===== src/design/kmcs_pkg.sv =====
// Shared types and constants of the key matrix change scanner.
// No dependencies; imported by every module of the block.
package kmcs_pkg;

  localparam int SENSE_W    = 18;
  localparam int ROW_IDX_W  = 4;
  localparam int LINE_IDX_W = 5;
  localparam int DRIVE_W    = 16;
  localparam int MAX_LINES  = 32;

  localparam logic [7:0]         DRIVE_BASE   = 8'd128;
  localparam logic [DRIVE_W-1:0] DRIVE_INVERT = 16'hFF80;

  typedef enum logic [1:0] {
    ST_IDLE,
    ST_SCAN,
    ST_ROWEND
  } kmcs_state_t;

  typedef struct packed {
    logic write;
    logic advance;
  } kmcs_store_ctrl_t;

  typedef struct packed {
    logic load;
    logic step;
  } kmcs_walk_ctrl_t;

  typedef struct packed {
    logic none_left;
    logic hit;
    logic level;
  } kmcs_walk_stat_t;

  // active-low drive pattern for a row, truncated to 16 bits
  function automatic logic [DRIVE_W-1:0] drive_for(input logic [ROW_IDX_W-1:0] row);
    logic [31:0] onehot;
    onehot = 32'(DRIVE_BASE) << row;
    return DRIVE_W'(onehot) ^ DRIVE_INVERT;
  endfunction

endpackage


===== src/design/kmcs_level_store.sv =====
// Per-row key level store and current row counter.
// Depends on kmcs_pkg.
module kmcs_level_store import kmcs_pkg::*; #(
  parameter int NUM_ROWS  = 9,
  parameter int NUM_LINES = 18,
  localparam int ROW_W    = $clog2(NUM_ROWS)
) (
  input  logic                 clk,
  input  logic                 rst,
  input  kmcs_store_ctrl_t     ctrl,
  input  logic [NUM_LINES-1:0] new_levels,
  output logic [NUM_LINES-1:0] old_levels,
  output logic [ROW_W-1:0]     row
);

  logic [NUM_LINES-1:0] levels [NUM_ROWS];

  always_ff @(posedge clk) begin
    if (rst) begin
      row <= '0;
      for (int i = 0; i < NUM_ROWS; i++) begin
        levels[i] <= '0;
      end
    end else begin
      if (ctrl.write) begin
        levels[row] <= new_levels;
      end
      if (ctrl.advance) begin
        row <= (row == ROW_W'(NUM_ROWS - 1)) ? '0 : row + ROW_W'(1);
      end
    end
  end

  assign old_levels = levels[row];

endmodule


===== src/design/kmcs_line_walker.sv =====
// Shift unit that walks the changed-line word one sense line per cycle while step is asserted.
// Depends on kmcs_pkg.
module kmcs_line_walker import kmcs_pkg::*; #(
  parameter int NUM_LINES = 18,
  localparam int LINE_W   = (NUM_LINES > 1) ? $clog2(NUM_LINES) : 1
) (
  input  logic                 clk,
  input  kmcs_walk_ctrl_t      ctrl,
  input  logic [NUM_LINES-1:0] new_levels,
  input  logic [NUM_LINES-1:0] old_levels,
  output kmcs_walk_stat_t      stat,
  output logic [LINE_W-1:0]    line
);

  logic [NUM_LINES-1:0] diff;
  logic [NUM_LINES-1:0] levels;

  always_ff @(posedge clk) begin
    if (ctrl.load) begin
      diff   <= new_levels ^ old_levels;
      levels <= new_levels;
      line   <= '0;
    end else if (ctrl.step) begin
      diff   <= diff >> 1;
      levels <= levels >> 1;
      line   <= line + LINE_W'(1);
    end
  end

  assign stat.none_left = (diff == '0);
  assign stat.hit       = diff[0];
  assign stat.level     = levels[0];

endmodule


===== src/design/key_matrix_change_scanner_unit.sv =====
// Key matrix change scanner: top level with sequencer and output register.
// Depends on kmcs_pkg, kmcs_level_store and kmcs_line_walker.
//
// Each accepted sense word is compared with the stored levels of the current
// drive row; one event word leaves per changed sense line, lowest line first,
// then a row-end word with the next row's active-low drive pattern. Rows run
// 0 to NUM_ROWS-1 and wrap; reset clears all levels, so keys held at reset
// come out as presses. An input word is accepted only in idle; in_stall is
// high from acceptance until the row-end word has been loaded into the output
// register. The line walker tests one sense line per cycle, held while an
// event word waits on out_stall, and stops once no changed line is left; the
// sequencer then sees no line left and loads the row-end word.
module key_matrix_change_scanner_unit import kmcs_pkg::*; #(
  parameter int NUM_ROWS  = 9,
  parameter int NUM_LINES = 18
) (
  input  logic                  clk,
  input  logic                  rst,
  input  logic                  in_valid,
  output logic                  in_stall,
  input  logic [SENSE_W-1:0]    sense_bits,
  output logic                  out_valid,
  input  logic                  out_stall,
  output logic                  event_valid,
  output logic [ROW_IDX_W-1:0]  row_index,
  output logic [LINE_IDX_W-1:0] line_index,
  output logic                  pressed,
  output logic [DRIVE_W-1:0]    drive_pattern,
  output logic                  last_of_run
);

  localparam int ROW_W  = $clog2(NUM_ROWS);
  localparam int LINE_W = (NUM_LINES > 1) ? $clog2(NUM_LINES) : 1;

  kmcs_state_t          state, state_next;
  kmcs_store_ctrl_t     store_ctrl;
  kmcs_walk_ctrl_t      walk_ctrl;
  kmcs_walk_stat_t      walk_stat;
  logic [MAX_LINES-1:0] sense_ext;
  logic [NUM_LINES-1:0] now_levels;
  logic [NUM_LINES-1:0] old_levels;
  logic [ROW_W-1:0]     row;
  logic [ROW_W-1:0]     row_next;
  logic [LINE_W-1:0]    line;
  logic                 out_free;
  logic                 emit_event;
  logic                 emit_end;

  assign sense_ext  = MAX_LINES'(sense_bits);
  assign now_levels = sense_ext[NUM_LINES-1:0];
  assign row_next   = (row == ROW_W'(NUM_ROWS - 1)) ? '0 : row + ROW_W'(1);
  assign out_free   = !out_valid || !out_stall;
  assign in_stall   = (state != ST_IDLE);

  kmcs_level_store #(
    .NUM_ROWS  (NUM_ROWS),
    .NUM_LINES (NUM_LINES)
  ) u_store (
    .clk        (clk),
    .rst        (rst),
    .ctrl       (store_ctrl),
    .new_levels (now_levels),
    .old_levels (old_levels),
    .row        (row)
  );

  kmcs_line_walker #(
    .NUM_LINES (NUM_LINES)
  ) u_walker (
    .clk        (clk),
    .ctrl       (walk_ctrl),
    .new_levels (now_levels),
    .old_levels (old_levels),
    .stat       (walk_stat),
    .line       (line)
  );

  always_ff @(posedge clk) begin
    if (rst) begin
      state <= ST_IDLE;
    end else begin
      state <= state_next;
    end
  end

  always_comb begin
    state_next         = state;
    store_ctrl.write   = 1'b0;
    store_ctrl.advance = 1'b0;
    walk_ctrl.load     = 1'b0;
    walk_ctrl.step     = 1'b0;
    emit_event         = 1'b0;
    emit_end           = 1'b0;
    unique case (state)
      ST_IDLE: begin
        if (in_valid) begin
          store_ctrl.write = 1'b1;
          walk_ctrl.load   = 1'b1;
          state_next       = ST_SCAN;
        end
      end
      ST_SCAN: begin
        if (walk_stat.none_left) begin
          state_next = ST_ROWEND;
        end else if (!walk_stat.hit) begin
          walk_ctrl.step = 1'b1;
        end else if (out_free) begin
          emit_event     = 1'b1;
          walk_ctrl.step = 1'b1;
        end
      end
      ST_ROWEND: begin
        if (out_free) begin
          emit_end           = 1'b1;
          store_ctrl.advance = 1'b1;
          state_next         = ST_IDLE;
        end
      end
      default: state_next = ST_IDLE;
    endcase
  end

  // output register
  always_ff @(posedge clk) begin
    if (rst) begin
      out_valid <= 1'b0;
    end else if (emit_event || emit_end) begin
      out_valid <= 1'b1;
    end else if (!out_stall) begin
      out_valid <= 1'b0;
    end
  end

  always_ff @(posedge clk) begin
    if (emit_event) begin
      event_valid   <= 1'b1;
      row_index     <= ROW_IDX_W'(row);
      line_index    <= LINE_IDX_W'(line);
      pressed       <= walk_stat.level;
      drive_pattern <= '0;
      last_of_run   <= 1'b0;
    end else if (emit_end) begin
      event_valid   <= 1'b0;
      row_index     <= ROW_IDX_W'(row);
      line_index    <= '0;
      pressed       <= 1'b0;
      drive_pattern <= drive_for(ROW_IDX_W'(row_next));
      last_of_run   <= 1'b1;
    end
  end

endmodule

===== config.mk =====
export PLATFORM = sky130hd
export DESIGN_NAME = key_matrix_change_scanner_unit
export DESIGN_NICKNAME = d
export VERILOG_FILES = /design/src/design/kmcs_pkg.sv /design/src/design/kmcs_level_store.sv /design/src/design/kmcs_line_walker.sv /design/src/design/key_matrix_change_scanner_unit.sv
export SDC_FILE = /design/constraint.sdc
export NUM_CORES = 1
export LEC_CHECK = 0
export BUFFER_PORTS_ARGS = -buffer_cell sky130_fd_sc_hd__clkbuf_2
export CAP_MARGIN = 10
export CORE_MARGIN = 2
export CORE_UTILIZATION = 50
export DETAILED_ROUTE_END_ITERATION = 12
export PLACE_DENSITY = 0.66
export RECOVER_POWER = 25
export SETUP_SLACK_MARGIN = 0.1
export SYNTH_ARGS = -nofsm -noshare
export SYNTH_HDL_FRONTEND = slang
export SYNTH_HIERARCHICAL = 1
export SYNTH_SLANG_ARGS = --single-unit

===== constraint.sdc =====
create_clock -name clk -period 4.1 [get_ports clk]
set_input_delay 0.41 -clock clk [delete_from_list [all_inputs] [get_ports clk]]
set_output_delay 0.41 -clock clk [all_outputs]
set_load 0.01 [all_outputs]

# Word-level counts from Yosys, hierarchy flattened
# Memory sizes are Yosys's and may differ from the RTL's. A register that Yosys moved wholly into a read port is not among the register bits.
# Cells that the tools add are included.
# totals
regBits,76
ram_bits,162
input_bits,22
output_inout_bits,30
word_cells,73
n_memories,1
# classes
add_sub_neg,2
eq_ne,7
shift,1
mux,37
n_bitwise,2
n_reduce_logical,11
# memory_table
name,words,word_bits,read_ports,rd_clocked_by_memory_dff,wr,line_no,text
u_store.levels,9,18,1,1,9,kmcs_level_store.sv:16,logic [NUM_LINES-1:0] levels [NUM_ROWS];
# ops
op,count
$mux W18,5
$mux W4,6
$mux W1,20
$logic_not A18 Y1,1
$reduce_or A18 Y1,1
$xor A18 B18 Y18,1
$shl A8 B4 Y16 const A,1
$mux W5,2
$not A9 Y9,1
$mux W2,3
$pmux W2 S3,1
$reduce_bool A2 Y1,3
$add A5 B1 Y5 const B,1
$add A4 B1 Y4 const B,1
$eq A4 B4 Y1 const B,1
$ne A2 B1 Y1 const B,2
$ne A2 B2 Y1 const B,2
$reduce_and A3 Y1,1
$eq A2 B1 Y1 const B,1
$eq A2 B2 Y1 const B,1
$logic_not A1 Y1,2
$logic_not A2 Y1,1
$logic_or A1 B1 Y1,2

# Depth between registers and ports, before layout
# Gate-level depths: netlist of the first run.
# logic_depth
depth_word,8
mapped_depth,9
ltp_nobuf,8

# Hierarchy
# Netlist of the first run, hierarchy kept.
# by_module_without_submodules
module,n_inst,cells_each,area_each_um2,seq_area_each_um2
kmcs_level_store,1,685,12462.0,8808.4
kmcs_line_walker,1,143,1889.3,1181.1
key_matrix_change_scanner_unit,1,108,1118.6,580.6

# Worst setup path before layout of the first run
# No wires, ideal clock.
# synth_path
kind,register to register
startpoint,register state[1]
endpoint,memory u_store.levels[12][0] (enable)
t_arrival_ns,2.377
path_slack_ns,1.308
path_stages_with_launch,5
path_buffers,0
period_less_slack_ns,2.792
path_cell_list,dfxtp_1 -> or2_2 -> nor2_1 -> nand2b_1 -> nor3_1
# synth_rtl
element,line_no,text
start: declaration,key_matrix_change_scanner_unit.sv:35,"kmcs_state_t state, state_next;"
start signal: assignment,key_matrix_change_scanner_unit.sv:82,state <= state_next;
end: declaration,kmcs_level_store.sv:16,

==> results.txt, run 1 <==
The run finished with clean final reports. Synthesis inferred 361 register bits. The antenna diode count is 0. Setup total negative slack on the finished layout was measured at 0 ps. The power per unit of standard cell area came out at roughly 450 nW/um2. STA puts the critical path data required time at 4240 ps.

The overall die width came out at ~180 um. In the synthesized netlist the async set-or-reset flop fraction comes to 0. The classification of the worst setup path is reg -> reg. The starting DRC count in detailed routing came out at just under 800. The highest achievable clock rate came out at 0.317 GHz. The area inside the core boundary came out at 30500 um2. The internal reg-to-reg setup slack is between 900 and 1000 ps.

For this configuration, the core starts out at a cell density of 0.507. The most used flip-flop cell after synthesis is sky130_fd_sc_hd__edfxtp_1. The total wirelength of the detailed-routed design is roughly 35000 um. The filler cells instantiated in the layout total 2409. The count of final setup violators is 0. The reg-to-reg endpoint is u_walker/levels[7]$_DFFE_PP_. The instance area at placement came out at between 15000 and 20000 um2. The area growth from synthesis to layout is 10.5%. The peak supply drop came out at between 300 and 400 uV. The multi-input combinational cell area is between 4000 and 5000 um2. The clock slew at the register clock pins of the worst setup and hold paths came out at 60 ps. At the worst endpoint, the arrival time is 3300 ps. The worst hold path belongs to the class in -> reg. The signal on the critical path passes through or2_2 > nor2_1 > clkbuf_2 > or2_1 > buf_4. The worst setup path is captured at a flop.

The overall power after layout is 7.63 mW. In the final routed layout, each cell accounts on average for roughly 25 um. The kind of cell adding the most delay to the critical path is buffers and inverters. The number of max-slew violations in the final report is 0. The overall die height is roughly 180 um. In this run the most critical hold path is launched from out_stall. The post-synthesis instance area came out at ~15000 um2. In this run, synthesis inferred between 300 and 400 flip-flops with an integrated enable. TritonCTS built the clock tree.

The quantity of hold-fixing buffers added after cts is 0. On the critical path, the stage with the largest delay is an instance of sky130_fd_sc_hd__clkbuf_2. The via count of the first global-routing pass came out at about 8.1k. The worst register-to-register path begins at state[1]$_SDFFE_PP0P_.

Gates resized during post-CTS repair numbered 0. The worst hold path terminates at out_valid$_SDFFE_PP0P_. Along the worst hold path, the cell count comes to 3. The share of layout cells above drive strength 1 came out at 0.162. The total non-filler cell area in the finished layout is 17100 um2. For this run, the total global-route usage over all layers was measured as 0.220. The buffers inserted during post-CTS setup optimization came out at 0. The TritonCTS buffer count came out at 36. The count of buffer and inverter cells on the critical path came out at 2. Setup repair after global routing left no endpoint under its margin. The final-stage net count is approximately 1.0k.

CTS placed an instance of sky130_fd_sc_hd__clkbuf_16 at the clock tree root. The max capacitance violation total is 0. The cell row count is 64.

The sequential fraction of the synthesis area came out at 0.683. The count of pins on the block boundary is 52. The routed via count divided by cell count came out at 5.90. The HPWL after detailed placement came out at just over 20000 um. By area the synthesized netlist is led by sky130_fd_sc_hd__edfxtp_1, sky130_fd_sc_hd__mux4_2, sky130_fd_sc_hd__and2_1. Port buffering added 44 buffers. The highest cell delay on the worst timing path is ~1100 ps.

The number of distinct library cells after synthesis came out at 56. For the worst flop-to-flop path, the logic depth is 5. The clock network latency to the later pin of the worst-skew pair is ~500 ps. The register cell area after layout is 10600 um2. The weighted congestion reported at the end of routability-driven placement came out at 0.750. A synthesized cell averages 16.5 um2. The total leakage power is 5.77 nW. For this run, the number of Yosys warnings is 6.

The first global-routing pass estimated 52600 um of wire. The transition time at the pin with the least slew margin came out at about 1400 ps. The nature of the critical path startpoint is a flop.

The final-report hold violation count is 0. The residual antenna-violating net count after detailed routing is 0. The largest net degree at the start of global routing came out at 60.

The biggest fanout along the worst timing path came out at 59. The number of cells produced by synthesis came out at 936. The residual DRC count is 0.

The total clock sinks is 361. The maximum level of the CTS H-tree came out at 2. The biggest area contributor in the post-synthesis netlist is sky130_fd_sc_hd__edfxtp_1.

The relative slew slack came out at 0.0745. Between clock sinks in the finished design, the worst skew comes to ~9.9 ps. The longest clock path from root to sink contains 3 buffers. The share of the clock period used by the worst path came out at 0.769. The proportion of netlist area held by the largest area contributor came out at 0.648.

The via count of the routed design is just over 8k. The initial antenna violation count came to 1. The die covers about 32000 um2. The minimum hold slack is ~280 ps. The minimum clock period after layout came out at around 3200 ps. The number of iterations in the first detailed-routing pass came out at 5.

Global routing finished with a remaining overflow of 0.
[through the flow]
stage / setup WS, ps / instances / util
2_1_floorplan: 1310 / 942 / -
5_1_grt: 718 / 1410 / 0.560
3_5_place_dp: 1290 / 1350 / 0.528
6_report: 949 / 1410 / 0.560
4_1_cts: 1300 / 1410 / 0.563
3_3_place_gp: 1280 / 1350 / 0.528
[cells by family after synthesis]
| logic type | after synthesis | synth area share |
|---|---|---|
| AOI/OAI and AO/OA | 81 | 0.0362 |
| xor gates and xnor gates | 22 | 0.0125 |
| adders and majority gates | 10 | 0.00809 |
| buffers and inverters | 67 | 0.0239 |
| DFF | 361 | 0.683 |
| muxes | 91 | 0.123 |
| other | 1 | 0.000242 |
| and+or+nand+nor | 303 | 0.113 |
[state kept, by name (all words and copies together) (netlist names), named ones only]
name / count
drive_pattern: 9
pressed: 1
state: 2
line_index: 5
out_valid: 1
event_valid: 1
u_walker/line: 5
u_store/levels: 288
last_of_run: 1
u_walker/diff: 18
row_index: 4
u_walker/levels: 18
u_store/row: 4
[cells in the mapped netlist, types with 6 or more instances]
cell type and count:
sky130_fd_sc_hd__buf_4 13, sky130_fd_sc_hd__inv_1 7, sky130_fd_sc_hd__nand2_1 30, sky130_fd_sc_hd__a311oi_1 6, sky130_fd_sc_hd__clkbuf_1 25, sky130_fd_sc_hd__xnor2_1 18, sky130_fd_sc_hd__dfxtp_1 27, sky130_fd_sc_hd__nand2b_1 8
sky130_fd_sc_hd__ha_1 10, sky130_fd_sc_hd__edfxtp_1 334, sky130_fd_sc_hd__and3_1 6, sky130_fd_sc_hd__buf_2 12, sky130_fd_sc_hd__mux4_1 17, sky130_fd_sc_hd__a21oi_1 22, sky130_fd_sc_hd__and2_1 172, sky130_fd_sc_hd__mux4_2 55
sky130_fd_sc_hd__mux2_2 15, sky130_fd_sc_hd__or2_2 11, sky130_fd_sc_hd__nor2_1 46, sky130_fd_sc_hd__buf_6 7, sky130_fd_sc_hd__a22oi_1 36
[layer usage]
layer / track usage / up-vias / part of all wire
li1: - / 3669 / -
met1: 0.306 / 4284 / 0.43
met2: 0.359 / 299 / 0.48
met3: 0.0350 / 62 / 0.057
met4: 0.0689 / 2 / 0.032
met5: 0 / - / 0.00037
[cell usage in the layout (no fill, tap or decap), drive strengths merged, types with 3 or more instances in the layout]
cell,instances
nand3b,5
mux4,72
and2,172
nand2,30
a21oi,22
nor3,7
a22oi,36
nor2,46
nor4,4
nand2b,8
edfxtp,334
a311oi,6
clkinv,10
conb,7
buf,24
mux2,17
dfxtp,27
o21ai,5
clkbuf,95
and3,6
inv,8
ha,10
or2,12
xnor2,18
xor2,4
nor3b,3
[report_power, final]
part	total, mW	internal [mW]	switching (mW)	leakage [nW]
clock	3.07	1.77	1.30	0.522
sequential	4.22	4.17	0.0543	3.43
combinational	0.332	0.116	0.216	1.82
total	7.63	6.06	1.57	5.77
[worst reg2reg max path, stage by stage (launching register included)]
cell,delay (ps)
sky130_fd_sc_hd__dfxtp_1,370
sky130_fd_sc_hd__or2_2,330
sky130_fd_sc_hd__nor2_1,290
sky130_fd_sc_hd__clkbuf_2,1080
sky130_fd_sc_hd__or2_1,220
sky130_fd_sc_hd__buf_4,460
[cell type report]
cell class              instances  area share
flip-flops and latches        361       0.619
multi-input cells             514       0.266
clock buffers                  48      0.0566
well taps                     396      0.0290
repair buffers                 71      0.0219
clock inverters                12     0.00600
inverters                       8     0.00176
[how the worst max path moves through the flow]
stage,from,end,slack [ps],cells past startpoint
floorplan,state[1]$_SDFFE_PP0P_,u_store/levels[12][0]$_DFFE_PP_,1310,4
global placement,u_walker/diff[0]$_DFFE_PP_,u_walker/diff[8]$_DFFE_PP_,1280,7
detailed placement,u_walker/diff[0]$_DFFE_PP_,u_walker/diff[11]$_DFFE_PP_,1290,7
CTS,u_walker/diff[0]$_DFFE_PP_,u_walker/levels[7]$_DFFE_PP_,1300,7
global route,state[1]$_SDFFE_PP0P_,u_walker/diff[4]$_DFFE_PP_,720,5
finish,state[1]$_SDFFE_PP0P_,u_walker/levels[7]$_DFFE_PP_,950,5
No activity file was read; power rests on OpenSTA's default activity.
==> inputs of run 2 (changes only) <==
ABC_AREA = 1   (was not set)
clock period = 2.9 ns   (was 4.1 ns; I/O delays follow)
==> results.txt, run 2 <==
The required time of the worst setup path came out at 3060 ps (-1180 ps). The overall die height came to 186 um (+3.6%). Of all cell types, the one taking the most synthesized area is sky130_fd_sc_hd__edfxtp_1.

The startpoint of the tightest hold check path is in_valid. In the synthesized netlist, the cells that appear most often are sky130_fd_sc_hd__nand2_1, sky130_fd_sc_hd__edfxtp_1, sky130_fd_sc_hd__inv_1, sky130_fd_sc_hd__nand3_1, sky130_fd_sc_hd__nor2_1. The classification of the worst setup path is reg -> reg. The share of layout cells above drive strength 1 came out at 0.0698 (-0.0919). The count of pins on the block boundary came out at 52 (unchanged).

In the layout the commonest cells are sky130_fd_sc_hd__nand2_1, sky130_fd_sc_hd__edfxtp_1, sky130_fd_sc_hd__inv_1, sky130_fd_sc_hd__nand3_1, sky130_fd_sc_hd__nor2_1. The total negative slack is 0 ps (unchanged). The number of register bits inferred by synthesis came out at 361 (unchanged). The total leakage power came out at 7.86 nW (+36%). The buffers inserted during post-CTS setup optimization is 0 (unchanged).

The TritonCTS buffer count came out at 39 (+8.3%). The clock slew at the register clock pins of the worst setup and hold paths is 60 ps (about the same). The worst setup slack after layout came out at 455 ps (-494 ps). The overall die width is 186 um (+3.6%). The worst-case hold path end point is state[0]$_SDFFE_PP0P_. In the final layout, the registers with the most flip-flops are u_store/levels x288, u_walker/diff x18, u_walker/levels x18. The HPWL after detailed placement came out at 24200 um (+20%).

The highest achievable clock rate is 0.409 GHz (+29%). The biggest fanout along the worst timing path is 36 (-39%). The routed via count divided by cell count came to 5.18 (-12%). The critical path goes through nor2_1 > nand2_1 > inv_1 > buf_4 > clkinvlp_2 > nand2_1 > buf_4. The final-stage net count was 1837 (+79%). The number of instances on the worst hold path was 3 (unchanged). The flip-flop count of the largest register, all copies and words added is 288 (unchanged). The number of enable-type register cells in the synthesized netlist is 334 (unchanged). The average size of a mapped cell was 9.47 um2 (-43%). The number of distinct library cells after synthesis came out at 32 (-43%). The endpoint identified for the worst register-to-register timing path is u_walker/diff[15]$_DFFE_PP_. The most repeated cell in the gate-level netlist after synthesis is sky130_fd_sc_hd__nand2_1. The sequential fraction of the synthesis area came out at 0.636 (-0.0473).

The arrival time reported for the critical path endpoint came out at 2610 ps (-690 ps). The post-synthesis async set-or-reset flop share came out at 0 (unchanged). The post-synthesis instance area came out at 16600 um2 (+7.4%). The total wirelength of the detailed-routed design is 40700 um (+15%).

Setup repair after global routing left no endpoint under its margin. The startpoint identified for the worst register-to-register timing path is state[1]$_SDFFE_PP0P_. Ranked by total cell area, the synthesized netlist is headed by sky130_fd_sc_hd__edfxtp_1, sky130_fd_sc_hd__nand2_1, sky130_fd_sc_hd__nand3_1. The worst setup path is captured at a flop. Leaving out fill and tap cells, the most frequent cell in the layout is sky130_fd_sc_hd__nand2_1. The total clock sinks came out at 361 (unchanged). Among all stages on the critical path, the largest delay is contributed by sky130_fd_sc_hd__clkinvlp_2. The minimum clock period after layout came out at 2450 ps (-706 ps). The initial cell density of the core is 0.510 (+0.00250).

The full die area was 34700 um2 (+7.3%). The count of input and output buffers is 44 (unchanged). The starting DRC count in detailed routing is 1231 (+55%). The path class of the tightest hold or removal check is in -> reg. The flow ran to the end, and the final reports show no timing, DRC or antenna violations. The proportion of netlist area held by the largest area contributor came out at 0.603 (-0.0449). The area growth from synthesis to final layout came out at 11.1%. The CTS tree is yes. The residual antenna-violating net count after detailed routing is 0 (unchanged).

Among cell families on the critical path, the largest total delay comes from buffers and inverters. The final-report hold violation count is 0 (unchanged). The count of final setup violators is 0 (unchanged). The transition time at the pin with the least slew margin is 1240 ps (-153 ps). The depth of the worst register-to-register path came out at 7 (+2). The clock root buffer is sky130_fd_sc_hd__clkbuf_16. The share of the clock period used by the worst path came out at 0.843 (+0.0747). The maximum level of the CTS H-tree came out at 2 (unchanged). The internal reg-to-reg setup slack came out at 450 ps (-490 ps).

The power per unit of standard cell area is 608 nW/um2 (+36%). The area inside the core boundary is 32600 um2 (+6.9%). The post-placement worst setup slack was 584 ps (-704 ps).

The number of cells produced by synthesis came out at 1756 (+88%). The nature of the critical path startpoint is a flop. The weighted congestion reported at the end of routability-driven placement is 0.816 (+8.8%).

The layout filler cell count came out at 2868 (+19%). The initial antenna violation count came out at 1 (unchanged). The highest cell delay on the worst timing path is 480 ps (-600 ps).

The via count of the routed design is 11.8k (+42%). The largest clock skew in the final design is 14.7 ps (+4.85 ps). The via count of the first global-routing pass is 11.1k (+37%). More flip-flops sit in one register than any other, and that register is u_store/levels.

The number of warnings issued by yosys came out at 6 (unchanged). The peak supply drop came out at 410 uV (+14%). The remaining global-route overflow came out at 0 (unchanged). The count of buffer and inverter cells on the critical path is 4 (+2). The dominant register cell in the synthesized netlist is sky130_fd_sc_hd__edfxtp_1.

The clock network latency to the later pin of the worst-skew pair came out at 520 ps (about the same). The number of max-slew violations in the final report came out at 0 (unchanged). The global-route wire length before repair is 63600 um (+21%). The cell row count is 66 (+3.1%). The residual DRC count was 0 (unchanged). The clock tree buffer depth is 3 (unchanged). The wire length per cell is 17.9 um (-29%).

The relative slew slack came to 0.173 (+0.0987). The number of iterations in the first detailed-routing pass is 5 (unchanged). The largest net degree at the start of global routing came out at 145 (+140%). The max capacitance violation total is 0 (unchanged). The total routing resource utilization after global routing was 0.235 (+0.0154).
-- run 2: changes by cell type in the layout (fill, tap and decap cells not counted), sizes merged, moves of 24 or more --
cell | previous run | this run
clkinv | 10 | 34
o21ai | 5 | 33
and2 | 172 | 1
nand2 | 30 | 497
a22oi | 36 | 0
mux4 | 72 | 0
inv | 8 | 257
nand3 | 2 | 238
nor2 | 46 | 213
-- run 2: per-layer routing --
metal | track usage | vias up | share of wire
met5 | 0 | - | 0
met4 | 0.0606 | 0 | 0.022
met3 | 0.0463 | 68 | 0.085
met1 | 0.331 | 5568 | 0.43
li1 | - | 5679 | -
met2 | 0.376 | 469 | 0.46
-- run 2: what timing repair did --
item                                   in CTS  in global routing
resized for setup                           0                  0
hold buffers                                1                  0
endpoints found under the hold margin       2                  0
-- run 2: logic make-up after synthesis --
family | after synthesis | synth area share
buffers and inverters | 363 | 0.0923
AO/OA/AOI/OAI | 48 | 0.0151
XOR/XNOR | 18 | 0.00949
adder cells (fa/ha/maj) | 10 | 0.00753
other | 1 | 0.000226
AND/OR/NAND/NOR | 955 | 0.239
flip-flops | 361 | 0.636
-- run 2: stage by stage --
step,utilization,area (um2),cells,power [mW],hold slack (ps)
final,0.566,18500,2276,11.2,37.6
after global routing,0.566,18500,2276,11.6,47.6
after CTS,0.568,18500,2275,11.3,23.9
after detailed placement,0.531,17300,2205,6.60,449
after global placement,0.531,17300,2205,6.59,442
after floorplan,-,16600,1762,6.40,359
-- run 2: final cells by class --
type	instances	area, um2	share of cell area
multi-input combinational	1038	4540	0.246
timing repair buffer	87	541	0.0293
tap	442	553	0.0299
clock buffer	53	1080	0.0585
clock inverter	16	125	0.00677
inverter	278	1050	0.0567
antenna	1	2.50	0.000135
sequential	361	10600	0.573
-- run 2: how the worst max path moves through the flow --
stage	cells past startpoint	slack, ps	endpoint	start
floorplan	4	400	u_store/levels[12][0]$_DFFE_PP_	u_store/row[0]$_SDFFE_PP0P_
detailed placement	9	580	u_walker/levels[14]$_DFFE_PP_	u_walker/diff[0]$_DFFE_PP_
finish	7	450	u_walker/diff[15]$_DFFE_PP_	state[1]$_SDFFE_PP0P_
CTS	10	550	u_walker/diff[7]$_DFFE_PP_	u_walker/diff[17]$_SDFFCE_PN0P_
global route	7	280	u_walker/diff[7]$_DFFE_PP_	state[1]$_SDFFE_PP0P_
global placement	10	580	u_walker/diff[13]$_DFFE_PP_	u_walker/diff[17]$_SDFFCE_PN0P_
-- run 2: power by group --
group | internal [mW] | total [mW] | switching [mW]
sequential | 5.89 | 5.95 | 0.0684
combinational | 0.151 | 0.544 | 0.394
clock | 2.78 | 4.73 | 1.95
-- run 2: worst reg2reg max path: stages (launching register included) --
cell and delay [ps]:
sky130_fd_sc_hd__dfxtp_1 350, sky130_fd_sc_hd__nor2_1 150, sky130_fd_sc_hd__nand2_1 80, sky130_fd_sc_hd__inv_1 90, sky130_fd_sc_hd__buf_4 270, sky130_fd_sc_hd__clkinvlp_2 490
sky130_fd_sc_hd__nand2_1 190, sky130_fd_sc_hd__buf_4 450
==> inputs of run 3 (changes only) <==
PLACE_DENSITY = 0.69   (was 0.66)
clock period = 2.2 ns   (was 2.9 ns; I/O delays follow)
==> results.txt, run 3 (synthesis results as in run 2) <==
The area growth from synthesis to final layout is 12.6%. The largest clock skew in the final design came out at 20.3 ps (+5.55 ps). The total routing resource utilization after global routing came out at 0.239 (+0.00394). The minimum clock period after layout is 1980 ps (-462 ps). The total wirelength of the detailed-routed design came out at 41000 um (+0.83%). The full die area came out at 34700 um2 (unchanged). The peak supply drop came out at 718 uV (+75%). The depth of the worst register-to-register path is 8 (+1). The clock network latency to the later pin of the worst-skew pair is 530 ps (about the same).

Traced cell by cell, the critical path runs through or2_2 > nor2_1 > nand2_1 > nor2_1 > nor2_2 > inv_1 > a21oi_1 > dlygate4sd3_1. The number of iterations in the first detailed-routing pass is 6 (+1). The transition time at the pin with the least slew margin came out at 738 ps (-498 ps). The remaining global-route overflow is 0 (unchanged). The critical path is of the reg -> reg type. The share of the clock period used by the worst path is 0.901 (+0.0583). The clock tree buffer depth is 3 (unchanged). The max capacitance violation total came out at 0 (unchanged). The largest net degree at the start of global routing is 61 (-58%).

The total leakage power came out at 7.97 nW (+1.3%). The register with the most flip-flops in the final layout is u_store/levels. The count of input and output buffers is 44 (unchanged). TritonCTS built the clock tree. The required time of the worst setup path is 2620 ps (-440 ps). The highest achievable clock rate came out at 0.504 GHz (+23%). The via count of the first global-routing pass is 11.6k (+4.9%). The initial antenna violation count came out at 0 (-1). The initial cell density of the core is 0.510 (unchanged). The minimum hold slack came out at 176 ps (+138 ps). The maximum level of the CTS H-tree came out at 2 (unchanged). The share of layout cells above drive strength 1 is 0.0772 (+0.00738). The library cell used most frequently in the layout, excluding fill and tap cells, is sky130_fd_sc_hd__nand2_1. The overall die width is 186 um (unchanged).

The routed via count divided by cell count came out at 5.20 (+0.46%). The relative slew slack is 0.508 (+0.335). The biggest fanout along the worst timing path is 2 (-94%). The layout filler cell count is 2841 (-0.94%). The flow ran to the end, and the final reports show no timing, DRC or antenna violations.

The area inside the core boundary is 32600 um2 (unchanged). The critical path endpoint category is a flop. The count of pins on the block boundary came to 52 (unchanged). The weighted congestion reported at the end of routability-driven placement was 0.824 (+0.98%). The via count of the routed design is 11.9k (+1.3%). STA classifies the critical path startpoint as a flop. The overall die height came to 186 um (unchanged). The clock slew at the register clock pins of the worst setup and hold paths came out at 60 ps (about the same). The TritonCTS buffer count was 38 (-2.6%). The arrival time reported for the critical path endpoint came to 2400 ps (-210 ps). The highest cell delay on the worst timing path is 550 ps (+70 ps). The residual DRC count is 0 (unchanged). The total clock sinks came to 361 (unchanged). The cell row count is 66 (unchanged). The library cell contributing the largest single delay on the critical path is sky130_fd_sc_hd__dlygate4sd3_1. The HPWL after detailed placement came out at 25300 um (+4.4%). The global-route wire length before repair came out at 64800 um (+1.9%). The count of final setup violators came out at 0 (unchanged). The flip-flop count of the largest register, all copies and words added came to 288 (unchanged). Leaving out fill and tap cells, the most frequent cells in the layout are sky130_fd_sc_hd__nand2_1, sky130_fd_sc_hd__edfxtp_1, sky130_fd_sc_hd__inv_1, sky130_fd_sc_hd__nand3_1, sky130_fd_sc_hd__nor2_1.

CTS placed an instance of sky130_fd_sc_hd__clkbuf_16 at the clock tree root. The wire length per cell is 17.9 um (about the same). The number of max-slew violations in the final report came out at 0 (unchanged).

The final-report hold violation count came out at 0 (unchanged). The most frequent cell on the critical path is sky130_fd_sc_hd__nor2_1. The number of instances on the worst hold path came out at 1 (-2). The final-stage net count is 1855 (+0.98%). The starting DRC count in detailed routing is 1127 (-8.4%). The largest registers in the layout are u_store/levels x288, u_walker/diff x18, u_walker/levels x18. Setup repair after global routing left no endpoint under its margin. The power per unit of standard cell area is 778 nW/um2 (+28%). The residual antenna-violating net count after detailed routing is 0 (unchanged). The antenna diode count came out at 0 (-1). The min-delay analysis places its worst path in the category in -> reg. The total negative slack is 0 ps (unchanged).
==> run 3: cell types whose count changed in the layout (fill, tap and decap cells not counted), moves of 2 or more <==
cell                        before  now
sky130_fd_sc_hd__clkbuf_16      41   39
sky130_fd_sc_hd__clkinv_2        6    4
sky130_fd_sc_hd__buf_4          37   39
sky130_fd_sc_hd__clkbuf_2        3    5
sky130_fd_sc_hd__inv_6           0    2
sky130_fd_sc_hd__clkinv_1       27   31
sky130_fd_sc_hd__buf_12          4   18
==> run 3: stage by stage <==
step | setup slack (ps) | power (mW) | instance area (um2) | instances | util
5_1_grt | 74.1 | 15.0 | 18700 | 2294 | 0.574
6_report | 217 | 14.6 | 18700 | 2294 | 0.574
3_3_place_gp | 230 | 8.73 | 17600 | 2223 | 0.541
3_5_place_dp | 219 | 8.76 | 17600 | 2223 | 0.541
4_1_cts | 199 | 14.7 | 18800 | 2294 | 0.576
2_1_floorplan | 97.2 | 8.44 | 16700 | 1762 | -
==> run 3: cell type report <==
class,count,area [um2],area share
clock buffers,52,1030,0.0553
clock inverters,17,100,0.00535
inverters,278,1050,0.0562
multi-input cells,1038,4550,0.243
flip-flops and latches,361,10600,0.565
well taps,442,553,0.0295
repair buffers,106,856,0.0457
==> run 3: worst max-delay path, delay by kind of cell (launching register included) <==
kind / cells / cell delay (ps)
buffers and inverters: 2 / 640
AND/OR/NAND/NOR: 5 / 770
flip-flops: 1 / 380
AO/OA/AOI/OAI: 1 / 70
==> run 3: what timing repair did <==
| item | CTS | global route |
|---|---|---|
| gates resized for setup | 0 | 2 |
| hold endpoints to repair | 2 | 0 |
| hold buffers | 2 | 0 |
| setup buffers | 0 | 0 |
| setup endpoints to repair | 0 | 37 |
==> run 3: power breakdown <==
group | switching, mW | total, mW | internal (mW) | leakage [nW]
Sequential | 0.0897 | 7.85 | 7.76 | 3.49
Clock | 2.54 | 5.94 | 3.40 | 0.554
Combinational | 0.546 | 0.767 | 0.221 | 3.93
==> run 3: final timing paths <==
path | to | slack, ps | start
max reg2reg | state[0]$_SDFFE_PP0P_ | 220 | u_walker/diff[17]$_SDFFCE_PN0P_
max | state[0]$_SDFFE_PP0P_ | 220 | u_walker/diff[17]$_SDFFCE_PN0P_
min reg2reg | event_valid$_SDFFE_PP1P_ | 460 | event_valid$_SDFFE_PP1P_
min | u_store/levels[14][7]$_DFFE_PP_ | 180 | sense_bits[7]
==> run 3: layer usage <==
layer  track usage  up-vias  routed length, um  share of wire
met2         0.395      476              19400           0.47
met3        0.0340       95               2930          0.071
met1         0.325     5642              17400           0.42
met5             0        -                  0              0
met4        0.0837        0               1250          0.030
li1              -     5719                  -              -
